[src/rtl/core/ffoa_pkg.sv]
`timescale 1ns / 1ps

package ffoa_pkg;

  // Pool size register
  localparam int PoolBits = 17;
  localparam logic [PoolBits-1:0] PoolReset = 17'h10000;

  // Default geometry
  localparam int FreeSlotsDefault  = 16;
  localparam int OffsetBitsDefault = 16;

  // Request codes
  localparam logic CmdAlloc = 1'b0;
  localparam logic CmdFree  = 1'b1;

  // Result status codes
  typedef enum logic [1:0] {
    StatusOk        = 2'd0,
    StatusExhausted = 2'd1,
    StatusListFull  = 2'd2
  } status_e;

endpackage

[src/rtl/core/ffoa_ram.sv]
`timescale 1ns / 1ps

module ffoa_ram #(
  parameter int  WIDTH = 32,
  parameter int  DEPTH = 16,
  localparam int AW    = (DEPTH > 1) ? $clog2(DEPTH) : 1
) (
  input  logic                clk_i,
  input  logic                we_i,
  input  logic [AW-1:0]       waddr_i,
  input  logic [WIDTH-1:0]    wdata_i,
  input  logic                re_i,
  input  logic [AW-1:0]       raddr_i,
  output logic [WIDTH-1:0]    rdata_o
);

  logic [WIDTH-1:0] mem_q [DEPTH];
  logic [WIDTH-1:0] rdata_q;

  // Write port and registered read port
  always_ff @(posedge clk_i) begin
    if (we_i) begin
      mem_q[waddr_i] <= wdata_i;
    end
    if (re_i) begin
      rdata_q <= mem_q[raddr_i];
    end
  end

  assign rdata_o = rdata_q;

endmodule

[src/rtl/core/first_fit_offset_allocator.sv]
`timescale 1ns / 1ps

// First-fit offset allocator. Allocate requests take the first free-list entry,
// in list order, whose length covers the request, else bump-allocate from the
// top pointer up to min(pool size, offset space). Free requests extend the first
// entry ending at the freed offset, else append a new entry. The free list lives
// in a single-port-read, single-port-write RAM that is walked one entry a cycle;
// a hit ends the walk early, and an allocate that empties an entry then shifts
// every later entry down one place. A stall on the result side holds the item
// until the output register is free. One item is processed at a time; the result
// sits in an output register, so the next item may be accepted while it waits.
module first_fit_offset_allocator #(
  parameter int FREE_SLOTS  = ffoa_pkg::FreeSlotsDefault,
  parameter int OFFSET_BITS = ffoa_pkg::OffsetBitsDefault
) (
  input  logic                          clk_i,
  input  logic                          rst_ni,
  input  logic                          cfg_we_i,
  input  logic [ffoa_pkg::PoolBits-1:0] cfg_wdata_i,
  input  logic                          in_valid_i,
  output logic                          in_ready_o,
  input  logic                          command_i,
  input  logic [OFFSET_BITS-1:0]        offset_i,
  input  logic [OFFSET_BITS-1:0]        size_i,
  output logic                          out_valid_o,
  input  logic                          out_ready_i,
  output logic [OFFSET_BITS-1:0]        granted_offset_o,
  output logic [1:0]                    status_o,
  output logic                          from_free_list_o
);

  localparam int OB = OFFSET_BITS;
  localparam int IW = (FREE_SLOTS > 1) ? $clog2(FREE_SLOTS) : 1;
  localparam int CW = $clog2(FREE_SLOTS + 2);
  localparam int EW = 2 * OB;
  localparam int SW = ((OB + 1 > ffoa_pkg::PoolBits) ? OB + 1 : ffoa_pkg::PoolBits) + 1;

  typedef enum logic [1:0] {StIdle, StScan, StShift, StDone} state_e;

  state_e                       state_q, state_d;
  logic [ffoa_pkg::PoolBits-1:0] pool_q, pool_d;
  logic [CW-1:0]                count_q, count_d;
  logic [OB:0]                  bump_q, bump_d;
  logic                         cmd_q, cmd_d;
  logic [OB-1:0]                ofs_q, ofs_d;
  logic [OB-1:0]                size_q, size_d;
  logic [CW-1:0]                rd_idx_q, rd_idx_d;
  logic                         ev_valid_q, ev_valid_d;
  logic [IW-1:0]                sh_wr_q, sh_wr_d;
  logic [OB-1:0]                res_granted_q, res_granted_d;
  ffoa_pkg::status_e            res_status_q, res_status_d;
  logic                         res_ffl_q, res_ffl_d;
  logic                         out_valid_q, out_valid_d;
  logic [OB-1:0]                out_granted_q, out_granted_d;
  ffoa_pkg::status_e            out_status_q, out_status_d;
  logic                         out_ffl_q, out_ffl_d;

  logic          ram_we, ram_re;
  logic [IW-1:0] ram_waddr, ram_raddr;
  logic [EW-1:0] ram_wdata, ram_rdata;

  logic [OB-1:0] rd_start, rd_len;
  logic [CW-1:0] hit_idx;
  logic          scan_re, alloc_fit, free_adj, hit, list_full, exhausted;
  logic [OB:0]   end_sum, ext_sum;
  logic [OB-1:0] ext_len, adv_start, shr_len;
  logic [SW-1:0] pool_ext, space, limit, bump_end;

  ffoa_ram #(
    .WIDTH(EW),
    .DEPTH(FREE_SLOTS)
  ) u_ram (
    .clk_i  (clk_i),
    .we_i   (ram_we),
    .waddr_i(ram_waddr),
    .wdata_i(ram_wdata),
    .re_i   (ram_re),
    .raddr_i(ram_raddr),
    .rdata_o(ram_rdata)
  );

  // Entry fields and per-entry tests
  assign rd_start  = ram_rdata[EW-1:OB];
  assign rd_len    = ram_rdata[OB-1:0];
  assign hit_idx   = rd_idx_q - CW'(1);
  assign scan_re   = rd_idx_q < count_q;
  assign alloc_fit = rd_len >= size_q;
  assign end_sum   = {1'b0, rd_start} + {1'b0, rd_len};
  assign free_adj  = end_sum == {1'b0, ofs_q};
  assign ext_sum   = {1'b0, rd_len} + {1'b0, size_q};
  assign ext_len   = ext_sum[OB] ? {OB{1'b1}} : ext_sum[OB-1:0];
  assign adv_start = rd_start + size_q;
  assign shr_len   = rd_len - size_q;
  assign hit       = ev_valid_q && ((cmd_q == ffoa_pkg::CmdAlloc) ? alloc_fit : free_adj);
  assign list_full = count_q == CW'(FREE_SLOTS);

  // Bump limit: min(pool size, offset space)
  assign pool_ext  = SW'(pool_q);
  assign space     = SW'(1) << OB;
  assign limit     = (pool_ext < space) ? pool_ext : space;
  assign bump_end  = SW'(bump_q) + SW'(size_q);
  assign exhausted = bump_q[OB] || (bump_end > limit);

  always_comb begin
    state_d       = state_q;
    pool_d        = pool_q;
    count_d       = count_q;
    bump_d        = bump_q;
    cmd_d         = cmd_q;
    ofs_d         = ofs_q;
    size_d        = size_q;
    rd_idx_d      = rd_idx_q;
    ev_valid_d    = ev_valid_q;
    sh_wr_d       = sh_wr_q;
    res_granted_d = res_granted_q;
    res_status_d  = res_status_q;
    res_ffl_d     = res_ffl_q;
    out_granted_d = out_granted_q;
    out_status_d  = out_status_q;
    out_ffl_d     = out_ffl_q;
    out_valid_d   = out_valid_q && !out_ready_i;
    in_ready_o    = 1'b0;
    ram_we        = 1'b0;
    ram_waddr     = hit_idx[IW-1:0];
    ram_wdata     = ram_rdata;
    ram_re        = 1'b0;
    ram_raddr     = rd_idx_q[IW-1:0];

    // Pool size register
    if (cfg_we_i) begin
      pool_d = cfg_wdata_i;
    end

    unique case (state_q)
      StIdle: begin
        // Take the item and start the list walk at entry 0
        in_ready_o = 1'b1;
        if (in_valid_i) begin
          cmd_d         = command_i;
          ofs_d         = offset_i;
          size_d        = size_i;
          rd_idx_d      = '0;
          ev_valid_d    = 1'b0;
          res_granted_d = '0;
          res_status_d  = ffoa_pkg::StatusOk;
          res_ffl_d     = 1'b0;
          state_d       = StScan;
        end
      end

      StScan: begin
        // Issue the next read, evaluate the one that returned
        ram_re     = scan_re;
        rd_idx_d   = rd_idx_q + CW'(1);
        ev_valid_d = scan_re;
        if (hit) begin
          if (cmd_q == ffoa_pkg::CmdAlloc) begin
            res_granted_d = rd_start;
            res_ffl_d     = 1'b1;
            if (shr_len != '0) begin
              ram_we    = 1'b1;
              ram_wdata = {adv_start, shr_len};
              state_d   = StDone;
            end else begin
              sh_wr_d = hit_idx[IW-1:0];
              state_d = StShift;
            end
          end else begin
            ram_we    = 1'b1;
            ram_wdata = {rd_start, ext_len};
            state_d   = StDone;
          end
        end else if (!ev_valid_q && !scan_re) begin
          // No entry matched
          if (cmd_q == ffoa_pkg::CmdAlloc) begin
            if (exhausted) begin
              res_status_d = ffoa_pkg::StatusExhausted;
            end else begin
              res_granted_d = bump_q[OB-1:0];
              bump_d        = bump_end[OB:0];
            end
          end else begin
            if (list_full) begin
              res_status_d = ffoa_pkg::StatusListFull;
            end else begin
              ram_we    = 1'b1;
              ram_waddr = count_q[IW-1:0];
              ram_wdata = {ofs_q, size_q};
              count_d   = count_q + CW'(1);
            end
          end
          state_d = StDone;
        end
      end

      StShift: begin
        // Move each later entry down one place
        ram_re     = scan_re;
        rd_idx_d   = rd_idx_q + CW'(1);
        ev_valid_d = scan_re;
        if (ev_valid_q) begin
          ram_we    = 1'b1;
          ram_waddr = sh_wr_q;
          sh_wr_d   = sh_wr_q + IW'(1);
        end else if (!scan_re) begin
          count_d = count_q - CW'(1);
          state_d = StDone;
        end
      end

      StDone: begin
        // Hand the result to the output register once it is free
        if (!out_valid_q || out_ready_i) begin
          out_valid_d   = 1'b1;
          out_granted_d = res_granted_q;
          out_status_d  = res_status_q;
          out_ffl_d     = res_ffl_q;
          state_d       = StIdle;
        end
      end

      default: begin
        state_d = StIdle;
      end
    endcase
  end

  always_ff @(posedge clk_i or negedge rst_ni) begin
    if (!rst_ni) begin
      state_q       <= StIdle;
      pool_q        <= ffoa_pkg::PoolReset;
      count_q       <= '0;
      bump_q        <= '0;
      cmd_q         <= ffoa_pkg::CmdAlloc;
      ofs_q         <= '0;
      size_q        <= '0;
      rd_idx_q      <= '0;
      ev_valid_q    <= 1'b0;
      sh_wr_q       <= '0;
      res_granted_q <= '0;
      res_status_q  <= ffoa_pkg::StatusOk;
      res_ffl_q     <= 1'b0;
      out_valid_q   <= 1'b0;
      out_granted_q <= '0;
      out_status_q  <= ffoa_pkg::StatusOk;
      out_ffl_q     <= 1'b0;
    end else begin
      state_q       <= state_d;
      pool_q        <= pool_d;
      count_q       <= count_d;
      bump_q        <= bump_d;
      cmd_q         <= cmd_d;
      ofs_q         <= ofs_d;
      size_q        <= size_d;
      rd_idx_q      <= rd_idx_d;
      ev_valid_q    <= ev_valid_d;
      sh_wr_q       <= sh_wr_d;
      res_granted_q <= res_granted_d;
      res_status_q  <= res_status_d;
      res_ffl_q     <= res_ffl_d;
      out_valid_q   <= out_valid_d;
      out_granted_q <= out_granted_d;
      out_status_q  <= out_status_d;
      out_ffl_q     <= out_ffl_d;
    end
  end

  assign out_valid_o      = out_valid_q;
  assign granted_offset_o = out_granted_q;
  assign status_o         = out_status_q;
  assign from_free_list_o = out_ffl_q;

endmodule

[config.mk]
export PLATFORM = sky130hd
export DESIGN_NAME = first_fit_offset_allocator
export DESIGN_NICKNAME = d
export VERILOG_FILES = /design/src/rtl/core/ffoa_pkg.sv /design/src/rtl/core/ffoa_ram.sv /design/src/rtl/core/first_fit_offset_allocator.sv
export SDC_FILE = /design/constraint.sdc
export NUM_CORES = 1
export LEC_CHECK = 0
export CORE_MARGIN = 1.5
export CORE_UTILIZATION = 49
export DETAILED_ROUTE_END_ITERATION = 12
export DONT_BUFFER_PORTS = 1
export SLEW_MARGIN = 20
export SYNTH_ARGS = -nofsm -noshare
export SYNTH_HDL_FRONTEND = slang
export SYNTH_HIERARCHICAL = 1
export SYNTH_SLANG_ARGS = --single-unit
[constraint.sdc]
create_clock -name clk_i -period 9.7 [get_ports clk_i]
set_input_delay 0.485 -clock clk_i [delete_from_list [all_inputs] [get_ports clk_i]]
set_output_delay 0.485 -clock clk_i [all_outputs]
set_load 0.1 [all_outputs]
Word level (Yosys, flattened, before mapping)

Memories as Yosys holds them, arrays and structs flattened. A register that Yosys moved wholly into a read port is not among the register bits.
Cells that the tools add are included.

Bits in registers: 123
Latch bits: 0
Bits in writable memories: 512
Bits in read-only memories: 0
Input port bits: 55
Output and inout port bits: 21
Logic and storage cells: 155
Memories kept: 1

$add $sub $neg: 10
Multiply operators: 0
Divide/modulo/power cells: 0
$lt $le $gt $ge: 4
Equality and inequality tests: 23
Shifts and indexed selects: 0
Muxes and demuxes: 72
Bitwise operators: 3
Reduce and logical (&&, ||, !) cells: 25

Memory list:

| memory      | depth | bits a word | read ports | clocked after memory_dff | wr ports | RTL line       | source |
|---|---|---|---|---|---|---|---|
| u_ram.mem_q | 16    | 32          | 1          | 1                        | 1        | ffoa_ram.sv:17 | `logic [WIDTH-1:0] mem_q [DEPTH];` |

Operator list:

| cell                 | number |
|---|---|
| $mux 32              | 7 |
| $mux 16              | 7 |
| $mux 4               | 9 |
| $mux 5               | 7 |
| $add 16x16->17       | 2 |
| $pmux 16 s2          | 1 |
| $mux 2               | 13 |
| $ne 2x2->1 const B   | 12 |
| $pmux 5 s2           | 2 |
| $add 17x16->18       | 1 |
| $gt 18x17->1         | 1 |
| $mux 1               | 18 |
| $ne 3x3->1 const B   | 6 |
| $eq 17x16->1         | 1 |
| $lt 17x17->1 const B | 1 |
| $mux 17              | 1 |
| $add 16x16->16       | 1 |
| $ge 16x16->1         | 1 |
| $pmux 4 s2           | 2 |
| $reduce_bool 16->1   | 1 |
| $sub 16x16->16       | 1 |
| $reduce_and 5->1     | 3 |
| $reduce_and 6->1     | 2 |
| $add 5x1->5 const B  | 2 |
| other kinds (20)     | 35 |

Logic depth before layout (Yosys ltp)

Gate-level depths: netlist of the first run.

Depth in word-level cells: 9
Gate-level depth with buffers: 24
Depth with buffers taken out: 23

Cells and area by module

The synthesis of the first run kept the hierarchy.

By module, submodules not included:

| module                     | times used | cells each | area an instance (µm²) | seq. area each (µm²) |
|---|---|---|---|---|
| ffoa_ram                   | 1          | 838        | 20174.3                | 16335.7 |
| first_fit_offset_allocator | 1          | 1218       | 11008.1                | 3079.2 |

Worst setup path after synthesis of the first run

OpenSTA, ideal clock, no wires.

Kind: reg-to-reg
From: register u_ram.rdata_q[16] (netlist: u_ram/rdata_o[16]) (read register of u_ram.mem_q)
To: memory u_ram.mem_q[0][0] (enable)
Setup time: 0.461 ns
Arrival: 6.080 ns
Required time: 9.239 ns
Slack: 3.159 ns
Stages on the path, launching flop included: 15
Buffers on the path: 1
Clock period less this slack: 6.541 ns
Cell sequence: edfxtp_1 -> ha_1 -> fa_1 -> a211oi_1 -> o21ai_0 -> a211oi_1 -> o31ai_1 -> and4b_1 -> or4_1 -> o22ai_1 -> buf_4 -> o21ai_1 -> a21boi_0 -> or3b_2 -> nor3_1

Word-level cells in the longest chain between the ends: 8
Elaborated cells between the ends (all ways): 10
Those cells by class: 1 x add/sub; 1 x eq/ne; 7 x mux; 1 x reduce/logical

Ends and longest elaborated chain:

| item                         | RTL line                          | source |
|---|---|---|
| from (decl)                  | ffoa_ram.sv:18                    | `logic [WIDTH-1:0] rdata_q;` |
| $add 16x16->17               | first_fit_offset_allocator.sv:88  | `assign end_sum = {1'b0, rd_start} + {1'b0, rd_len};` |
| $eq 17x16->1                 | first_fit_offset_allocator.sv:89  | `assign free_adj = end_sum == {1'b0, ofs_q};` |
| $mux 1                       | first_fit_offset_allocator.sv:94  | `assign hit = ev_valid_q && ((cmd_q == ffoa_pkg::CmdAlloc) ? alloc_fit : free_adj);` |
| $logic_and 1x1->1            | first_fit_offset_allocator.sv:94  |  |
| $mux 1                       | first_fit_offset_allocator.sv:156 | `if (hit) begin` |
| $pmux 1 s2                   | first_fit_offset_allocator.sv:134 | `unique case (state_q)` |
| net ram_we                   | first_fit_offset_allocator.sv:58  | `logic ram_we, ram_re;` |
| $mux 1                       | ffoa_ram.sv:22                    | `if (we_i) begin` |
| $mux 1 (not written as such) | ffoa_ram.sv:23                    | `mem_q[waddr_i] <= wdata_i;` |
| to (decl)                    | ffoa_ram.sv:17                    |  |

The timed path passes the listed nets, and every way through them passes these cells.

Worst setup path in the final report of the first run

From: register u_ram.rdata_q[2] (netlist: u_ram/rdata_o[2]) (read register of u_ram.mem_q)
To: memory u_ram.mem_q[9][1] (enable)

Word-level cells in the longest chain between the ends: 8
Elaborated cells between the ends (all ways): 15
Those cells by class: 2 x add/sub; 1 x order compare; 1 x eq/ne; 9 x mux; 2 x reduce/logical

Ends and longest elaborated chain:

| item                                               | RTL line |
|---|---|
| $add 16x16->17 or $sub 16x16->16 (tied branches)   | first_fit_offset_allocator.sv:88, first_fit_offset_allocator.sv:93 |
| $eq 17x16->1 or $reduce_bool 16->1 (tied branches) | first_fit_offset_allocator.sv:89, first_fit_offset_allocator.sv:160 |
| $mux 1 (on tied branches)                          | first_fit_offset_allocator.sv:94, first_fit_offset_allocator.sv:160 |
| $logic_and 1x1->1 or $mux 1 (tied branches)        | first_fit_offset_allocator.sv:94, first_fit_offset_allocator.sv:157 |
| $mux 1 (*)                                         | first_fit_offset_allocator.sv:156 |
| $pmux 1 s2 (*)                                     | first_fit_offset_allocator.sv:134 |
| net ram_we                                         | first_fit_offset_allocator.sv:58 |
| $mux 1 (*)                                         | ffoa_ram.sv:22 |
| $mux 1 (not written as such) (*)                   | ffoa_ram.sv:23 |

Mark *: on every way through the listed nets, which the timed path passes. The rest lies on a longest branch.

==> flow_summary.json, run 1 <==
{
  "final_cell_mix": "544 x edfxtp_1, 128 x mux4_2, 120 x dfrtp_1",
  "synth-simple-area-share_pct": 6.059,
  "antenna_left": 0,
  "syn_nets": 2227,
  "max-cap-violations": 0,
  "clockBufferDepth": 3,
  "path_clk_slew_ns": 0.06,
  "synth_top_area_share_pct": 52.39,
  "path_cells": "ha_1, nor2b_4, o31a_2, o21ai_0, a31o_2, o311ai_0, nand4_1, nor4_4, a21oi_2, o21ai_1, a21boi_0, nand3b_1, nor2_4, buf_4",
  "cts_tree": "yes",
  "synth_edf_count": 544,
  "slowest_stage": "nor2_4",
  "place_hpwl_microns": 54810,
  "finalNetCount": 2317,
  "clock_sinks": 667,
  "critPathLaunchType": "flip-flop",
  "cts_setup_buffers": 0,
  "ctsResizeCount": 0,
  "cp.required_ns": 9.99,
  "synth_compound_area_share_pct": 9.670,
  "grt_usage_pct": 26.20,
  "setup_viol": 0,
  "syn_to_final_growth_pct": 13.18,
  "crit_path_max_incr_delay_ns": 0.75,
  "clk_latency_ns": 0.63,
  "grt_max_degree": 124,
  "tns_ns": 0,
  "async_reset_ff_share_pct": 18.44,
  "status": "finished, final reports clean",
  "grt.met3_usage_pct": 3.926,
  "routed_wl_microns": 83590,
  "wl_per_cell_microns": 27.40,
  "synth-xor-area-share_pct": 1.826,
  "path_class": "flip-flop to flip-flop",
  "synth_top_family_by_area": "multiplexers",
  "drive_above_1_share_pct": 19.06,
  "grt.busiest_layer": "met2",
  "end_kind": "flip-flop",
  "finClkSkew_ns": 0.02719,
  "rows": 92,
  "final_common_cell": "edfxtp_1",
  "synth_seq_area_share_pct": 62.26,
  "grt_util_met1_pct": 37.17,
  "grt_antenna_before_repair": 3,
  "port_buffers": 0,
  "drc_errors": 0,
  "numCtsBuffers": 71,
  "synthAdderAreaFrac_pct": 4.799,
  "critPathMaxFanout": 17,
  "first_global_vias": 18690,
  "dr.pass1.iters": 7,
  "yosysWarnings": 6,
  "cts_hold_buf": 54,
  "met2_usage_pct": 41.37,
  "die_h_microns": 255.3,
  "hold_viol": 0,
  "synth_seq_cells": 667,
  "synth.avg_cell_area_sq_um": 15.17,
  "cts_max_level": 3,
  "die_w_microns": 255.3,
  "dr.first_iter.drc_count": 1768,
  "synth_area_sq_um": 31180,
  "root_buffer": "clkbuf_16",
  "grt_first_pass_wirelength_microns": 123400,
  "final_max_slew_viol_count": 0,
  "fp.dieArea_sq_um": 65160,
  "gr-total-overflow": 0,
  "io_pins": 76,
  "initial_utilization_pct": 49.52,
  "relSlewSlack_pct": 23.16,
  "vias": 18900,
  "ys_top_cells_by_area": "edfxtp_1 52%, dfrtp_1 9.8%, mux4_2 9.2%",
  "timing.final.crit_share_pct": 63.20,
  "synthFlopType": "edfxtp_1",
  "synth_largest_area_cell": "edfxtp_1",
  "min-delay-path-class": "input pin to flip-flop",
  "crit_arrival_ns": 6.42,
  "netlist_instances": 2056,
  "rsz0062_at_grt": "false",
  "gp_congestion": 0.9494,
  "max_freq_mhz": 163.1,
  "core_area_sq_um": 62970,
  "tightest_slew_ns": 1.150,
  "avgViaCountPerCell": 6.195,
  "yosys.cell_types.count": 89,
  "muxShareOfSynthArea_pct": 13.05,
  "min_period_ns": 6.130
}
[synthesized netlist by cell type (6+ instances only)]
cell type,number
edfxtp_1,544
mux4_2,128
dfrtp_1,122
nand2_1,112
ha_1,110
nor2_1,98
mux2_2,84
a22oi_1,78
o21ai_0,74
inv_1,73
a21oi_1,60
clkbuf_1,48
xnor2_1,47
nor3_1,36
nand3_1,32
a21o_1,29
mux2i_1,24
a221o_1,23
a211oi_1,22
xor2_1,18
o2bb2ai_1,17
nor2b_1,16
nand2b_1,15
nand4_1,14
o211ai_1,14
buf_4,13
buf_2,12
and3_1,11
buf_1,11
o21a_1,11
and2_1,8
o31ai_1,8
nor4_1,7
a21boi_0,6
buf_6,6
fa_1,6
nor3b_1,6
o21bai_1,6
o22ai_1,6
o31a_1,6
or2_2,6
[worst paths after layout]
kind                                   start                 to  slack (ns)  depth (start not counted)
min in group asynchronous             rst_ni         count_q[2]        0.48                          2
max in group asynchronous             rst_ni           ofs_q[5]        8.66                          2
max reg2reg                 u_ram/rdata_o[2]  u_ram/mem_q[9][1]        3.57                         14
min reg2reg                res_granted_q[13]  res_granted_q[13]        0.49                          1
min                              offset_i[4]           ofs_q[4]        0.04                          1
max                         u_ram/rdata_o[2]  u_ram/mem_q[9][1]        3.57                         14
[registers in the layout, indices dropped and copies added, names as in the netlist, 2 cells and up]
signal / count
u_ram/mem_q: 512
u_ram/rdata_o: 32
bump_q: 17
pool_q: 17
granted_offset_o: 16
ofs_q: 16
res_granted_q: 16
size_q: 16
count_q: 5
rd_idx_q: 5
sh_wr_q: 4
res_status_q: 2
state_q: 2
status_o: 2
[routing by layer]
layer / up-vias / share of wire, %
met4: 2 / 3.3
met2: 676 / 47
met3: 145 / 6.2
met5: - / 0.016
met1: 9728 / 44
li1: 8344 / -
[logic make-up after synthesis]
kind of cell,after synthesis
compound gates,421
simple gates,386
flops,667
mux,236
buf+inv,165
xor+xnor,65
fa+ha+maj,116
[worst max-delay path, delay by kind of cell, from the launching register on]
family	cells	cell delay (ns)
adder cells (fa/ha/maj)	1	0.45
flip-flops	1	0.51
buffers and inverters	1	0.44
AND/OR/NAND/NOR	5	1.72
AO/OA/AOI/OAI	7	2.65
[through the flow]
step                      instance area, sq um  setup slack, ns  cells  util [%]  hold WS [ns]
final                                    35290            3.570   3050     56.05       0.03908
after global routing                     35290            3.160   3049     56.04      0.004710
after CTS                                35230            3.606   3047     55.96      0.001501
after detailed placement                 32340            3.631   2863     51.37        0.1928
after global placement                   32320            3.833   2862     51.34        0.1941
after floorplan                          31180            3.159   2056         -        0.1894
[final cells by class]
class | instances | area (sq um)
inverter | 75 | 281.5
fill | 5004 | 27670
sequential | 667 | 19420
multi-input combinational | 1224 | 11190
timing repair buffer | 107 | 1001
clock inverter | 32 | 371.6
tap | 846 | 1059
antenna | 1 | 2.502
clock buffer | 98 | 1959
Power of run 1 is not shown: default switching activity piles up to over one toggle a cycle in this logic, so the estimate is an artifact.
==> run 2, diff against run 1 <==
clock period = 6.16 ns   (was 9.7 ns; I/O delays follow)
==> run 2 against run 1 <==
Against the previous run:
- critical path depth up 3
- sequential cell count unchanged
- worst hold slack better by 0.22 ns
- sequential share of layout area down 0.45 points
- core utilization up 0.46 points
- non-clock buffer count up 22
- largest cell class unchanged
==> flow_summary.json, run 2 (synthesis results as in run 1) <==
{
  "dr.pass1.iters": 5,
  "core_area_sq_um": 62970,
  "grt_max_degree": 134,
  "min_period_ns": 5.700,
  "path_cells": "inv_1, ha_1, nor2b_4, o31a_2, o21ai_0, a31o_2, o311ai_0, nand4_1, nor4_4, buf_4, a21oi_2, o21ai_1, a21boi_0, buf_4, or3b_2, nor3_4, buf_12",
  "port_buffers": 0,
  "finalNetCount": 2340,
  "first_global_vias": 18860,
  "clockBufferDepth": 3,
  "fillCellCount": 4953,
  "largest_register": "u_ram/mem_q",
  "end_kind": "flip-flop",
  "max_freq_mhz": 175.4,
  "critPathLaunchType": "flip-flop",
  "drc_errors": 0,
  "rows": 92,
  "clk_latency_ns": 0.62,
  "timing.final.crit_share_pct": 92.53,
  "final_cell_mix": "544 x edfxtp_1, 128 x mux4_2, 120 x dfrtp_1",
  "drive_above_1_share_pct": 19.76,
  "place_hpwl_microns": 56090,
  "largest_register_ffs": 512,
  "cts_max_level": 3,
  "fp.dieArea_sq_um": 65160,
  "clock_sinks": 667,
  "cp.required_ns": 6.45,
  "numCtsBuffers": 72,
  "ctsResizeCount": 0,
  "root_buffer": "clkbuf_16",
  "crit_cells": 17,
  "wl_per_cell_microns": 26.72,
  "gp_congestion": 0.9772,
  "path_class": "flip-flop to flip-flop",
  "avgViaCountPerCell": 6.152,
  "tightest_slew_ns": 1.003,
  "grt_first_pass_wirelength_microns": 121700,
  "crit_path_max_incr_delay_ns": 0.58,
  "min-delay-path-class": "input pin to flip-flop",
  "max-cap-violations": 0,
  "gr-total-overflow": 0,
  "status": "finished, final reports clean",
  "holdPathStages": 3,
  "final_common_cell": "edfxtp_1",
  "rsz0062_at_grt": "false",
  "slowest_stage": "or3b_2",
  "dp_cells": 2886,
  "antenna_left": 0,
  "grt_antenna_before_repair": 1,
  "path_common_cell": "buf_4",
  "hold_viol": 0,
  "setup_ws_ns": 0.4599,
  "relSlewSlack_pct": 32.99,
  "critPathMaxFanout": 32,
  "cts_tree": "yes",
  "initial_utilization_pct": 49.52,
  "critPathBufInv": 4,
  "grt_usage_pct": 25.56,
  "die_w_microns": 255.3,
  "whs_ns": 0.2558,
  "ff2ff_path_depth": 17,
  "vias": 18880,
  "critPathTopFamily": "compound AO/OA/AOI/OAI gates",
  "setup_viol": 0,
  "tns_ns": 0,
  "path_clk_slew_ns": 0.06,
  "crit_arrival_ns": 5.99,
  "dr.first_iter.drc_count": 1563,
  "finClkSkew_ns": 0.02082,
  "syn_to_final_growth_pct": 14.10,
  "routed_wl_microns": 81990,
  "multi_input_area_sq_um": 11220,
  "final_max_slew_viol_count": 0,
  "finalNonFillerCells": 3069,
  "dp_slack_ns": 0.5783,
  "die_h_microns": 255.3,
  "regArea_sq_um": 19420,
  "io_pins": 76
}
[run 2: worst register-to-register path: cells and delay by family (launching register included)]
family	cells	cell delay, ns
simple gates	5	1.31
buf+inv	4	0.72
flops	1	0.46
compound gates	7	2.46
fa+ha+maj	1	0.41
[run 2: metrics by stage]
step | utilization [%] | instance area [sq um]
final | 56.51 | 35580
after global routing | 56.50 | 35580
after CTS | 56.50 | 35580
after detailed placement | 51.99 | 32740
after global placement | 51.99 | 32740
after floorplan | - | 31200
[run 2: repair_timing]
| item | in CTS | in global routing |
|---|---|---|
| setup buffers | 0 | 0 |
| endpoints found under the hold margin | 177 | 0 |
| hold buffers | 55 | 0 |
[run 2: area by class of cell]
class	count	area share [%]
clock buffer	96	5.430
clock inverter	31	0.9601
antenna	1	0.007033
tap	846	2.975
sequential	667	54.59
multi-input combinational	1224	31.53
timing repair buffer	129	3.721
inverter	75	0.7913
[run 2: worst paths after layout]
check,startpoint,to,slack (ns)
worst max register to register,size_q[2],u_ram/mem_q[0][29],0.46
worst min register to register,res_granted_q[13],res_granted_q[13],0.49
worst max-delay path,size_q[2],u_ram/mem_q[0][29],0.46
min in group asynchronous,rst_ni,status_o[1],0.28
worst min-delay path,in_valid_i,rd_idx_q[0],0.26
max in group asynchronous,rst_ni,bump_q[6],5.30
[run 2: per-layer routing]
layer | wire (microns) | track usage [%]
met4 | 2671 | 8.639
met5 | 0 | 0
met2 | 38490 | 40.21
met3 | 4379 | 3.214
met1 | 36450 | 37.01
Power of run 2 is left out for the same reason.
==> run 3, diff against run 2 <==
PLACE_DENSITY = 0.67   (was not set)
==> run 3 against run 2 <==
Against the previous run:
- non-clock buffer count down 2
- clock skew is 0.025 ns higher
- core utilization up 0.12 points
- sequential share of layout area shrank 0.12 points
- critical path type unchanged
==> flow_summary.json, run 3 (synthesis results as in run 1) <==
{
  "finalNetCount": 2336,
  "port_buffers": 0,
  "min_period_ns": 5.704,
  "cts_tree": "yes",
  "clk_latency_ns": 0.65,
  "io_pins": 76,
  "fillCellCount": 4863,
  "grt_antenna_before_repair": 2,
  "min-delay-path-class": "input pin to asynchronous set/reset pin",
  "hold_viol": 0,
  "cp.required_ns": 6.46,
  "dp_cells": 2884,
  "critPathLaunchType": "flip-flop",
  "finalNonFillerCells": 3067,
  "timing.final.crit_share_pct": 92.59,
  "root_buffer": "clkbuf_16",
  "clockBufferDepth": 3,
  "relSlewSlack_pct": 30.14,
  "tns_ns": 0,
  "initial_utilization_pct": 49.52,
  "vias": 18890,
  "path_class": "flip-flop to flip-flop",
  "gp_congestion": 0.9384,
  "cts_max_level": 3,
  "crit_arrival_ns": 6.01,
  "routed_wl_microns": 83700,
  "numCtsBuffers": 70,
  "core_area_sq_um": 62970,
  "drive_above_1_share_pct": 19.77,
  "setup_viol": 0,
  "rows": 92,
  "die_h_microns": 255.3,
  "regArea_sq_um": 19420,
  "grt_max_degree": 124,
  "multi_input_area_sq_um": 11200,
  "wl_per_cell_microns": 27.29,
  "final_max_slew_viol_count": 0,
  "largest_register_ffs": 512,
  "max_freq_mhz": 175.3,
  "gr-total-overflow": 0,
  "dr.first_iter.drc_count": 1869,
  "drc_errors": 0,
  "end_kind": "flip-flop",
  "antenna_left": 0,
  "finClkSkew_ns": 0.04597,
  "final_cell_mix": "544 x edfxtp_1, 128 x mux4_2, 120 x dfrtp_1",
  "critPathMaxFanout": 32,
  "tightest_slew_ns": 1.048,
  "path_clk_slew_ns": 0.07,
  "final_common_cell": "edfxtp_1",
  "die_w_microns": 255.3,
  "fp.dieArea_sq_um": 65160,
  "dr.pass1.iters": 9,
  "largest_register": "u_ram/mem_q",
  "antenna_cells": 0,
  "ctsResizeCount": 0,
  "status": "finished, final reports clean",
  "grt_usage_pct": 26.25,
  "avgViaCountPerCell": 6.159,
  "grt_first_pass_wirelength_microns": 123200,
  "rsz0062_at_grt": "false",
  "place_hpwl_microns": 55700,
  "first_global_vias": 19050,
  "clock_sinks": 667,
  "max-cap-violations": 0,
  "cts_setup_buffers": 0,
  "syn_to_final_growth_pct": 14.35
}
run 3: cell types whose count changed in the layout (fill, tap and decap cells not counted), sizes merged:
cell	delta
buf	-2
bufinv	+7
clkbuf	-12
clkinv	+5
clkinvlp	+1
diode	-1
run 3: area by class of cell:
type | count | area share, %
clock buffer | 84 | 5.148
clock inverter | 44 | 1.635
inverter | 75 | 0.7895
multi-input combinational | 1224 | 31.42
sequential | 667 | 54.47
tap | 846 | 2.969
timing repair buffer | 127 | 3.565
run 3: per-layer routing:
metal	part of all wire, %	up-vias	track usage (%)	routed length, microns
met3	7.9	151	5.797	6630
met5	0.019	-	0	16
met1	42	9639	36.06	35040
li1	-	8363	-	-
met2	47	734	41.58	39220
met4	3.3	2	8.893	2791
run 3: repair_timing:
action | CTS | global route
hold buffers | 55 | 0
setup endpoints to repair | 0 | 0
endpoints found under the hold margin | 177 | 0
run 3: worst paths after layout:
kind	from	to	slack (ns)	cells after the start
worst max-delay path	u_ram/rdata_o[0]	u_ram/mem_q[0][23]	0.46	16
worst min-delay path	rst_ni	sh_wr_q[1]	0.29	2
worst max register to register	u_ram/rdata_o[0]	u_ram/mem_q[0][23]	0.46	16
max in group asynchronous	rst_ni	ofs_q[9]	5.31	2
worst min register to register	res_granted_q[6]	res_granted_q[6]	0.49	1
min in group clk_i	in_valid_i	res_ffl_q	0.32	4
run 3: critical path: stages, from the launching register on:
cell and delay (ns):
edfxtp_1 0.43, inv_1 0.12, ha_1 0.20, fa_1 0.28
nor2b_4 0.07, o31a_2 0.32, o21ai_0 0.45, a31o_2 0.27
o311ai_0 0.27, nand4_1 0.25, nor4_4 0.07, a21oi_2 0.52
o21ai_1 0.37, a21boi_0 0.61, or3b_2 0.63, nor3_4 0.20
buf_12 0.27
run 3: stage by stage:
| step | utilization [%] | setup slack (ns) | instance area [sq um] | hold WS (ns) |
|---|---|---|---|---|
| floorplan | - | 0.4905 | 31200 | 0.01241 |
| global placement | 51.89 | 0.7521 | 32670 | 0.01609 |
| detailed placement | 51.89 | 0.6138 | 32670 | 0.01685 |
| CTS | 56.63 | 0.5661 | 35660 | 0.2824 |
| global route | 56.63 | 0.1186 | 35660 | 0.3501 |
| finish | 56.63 | 0.4563 | 35660 | 0.2862 |
Power of run 3 is left out for the same reason.
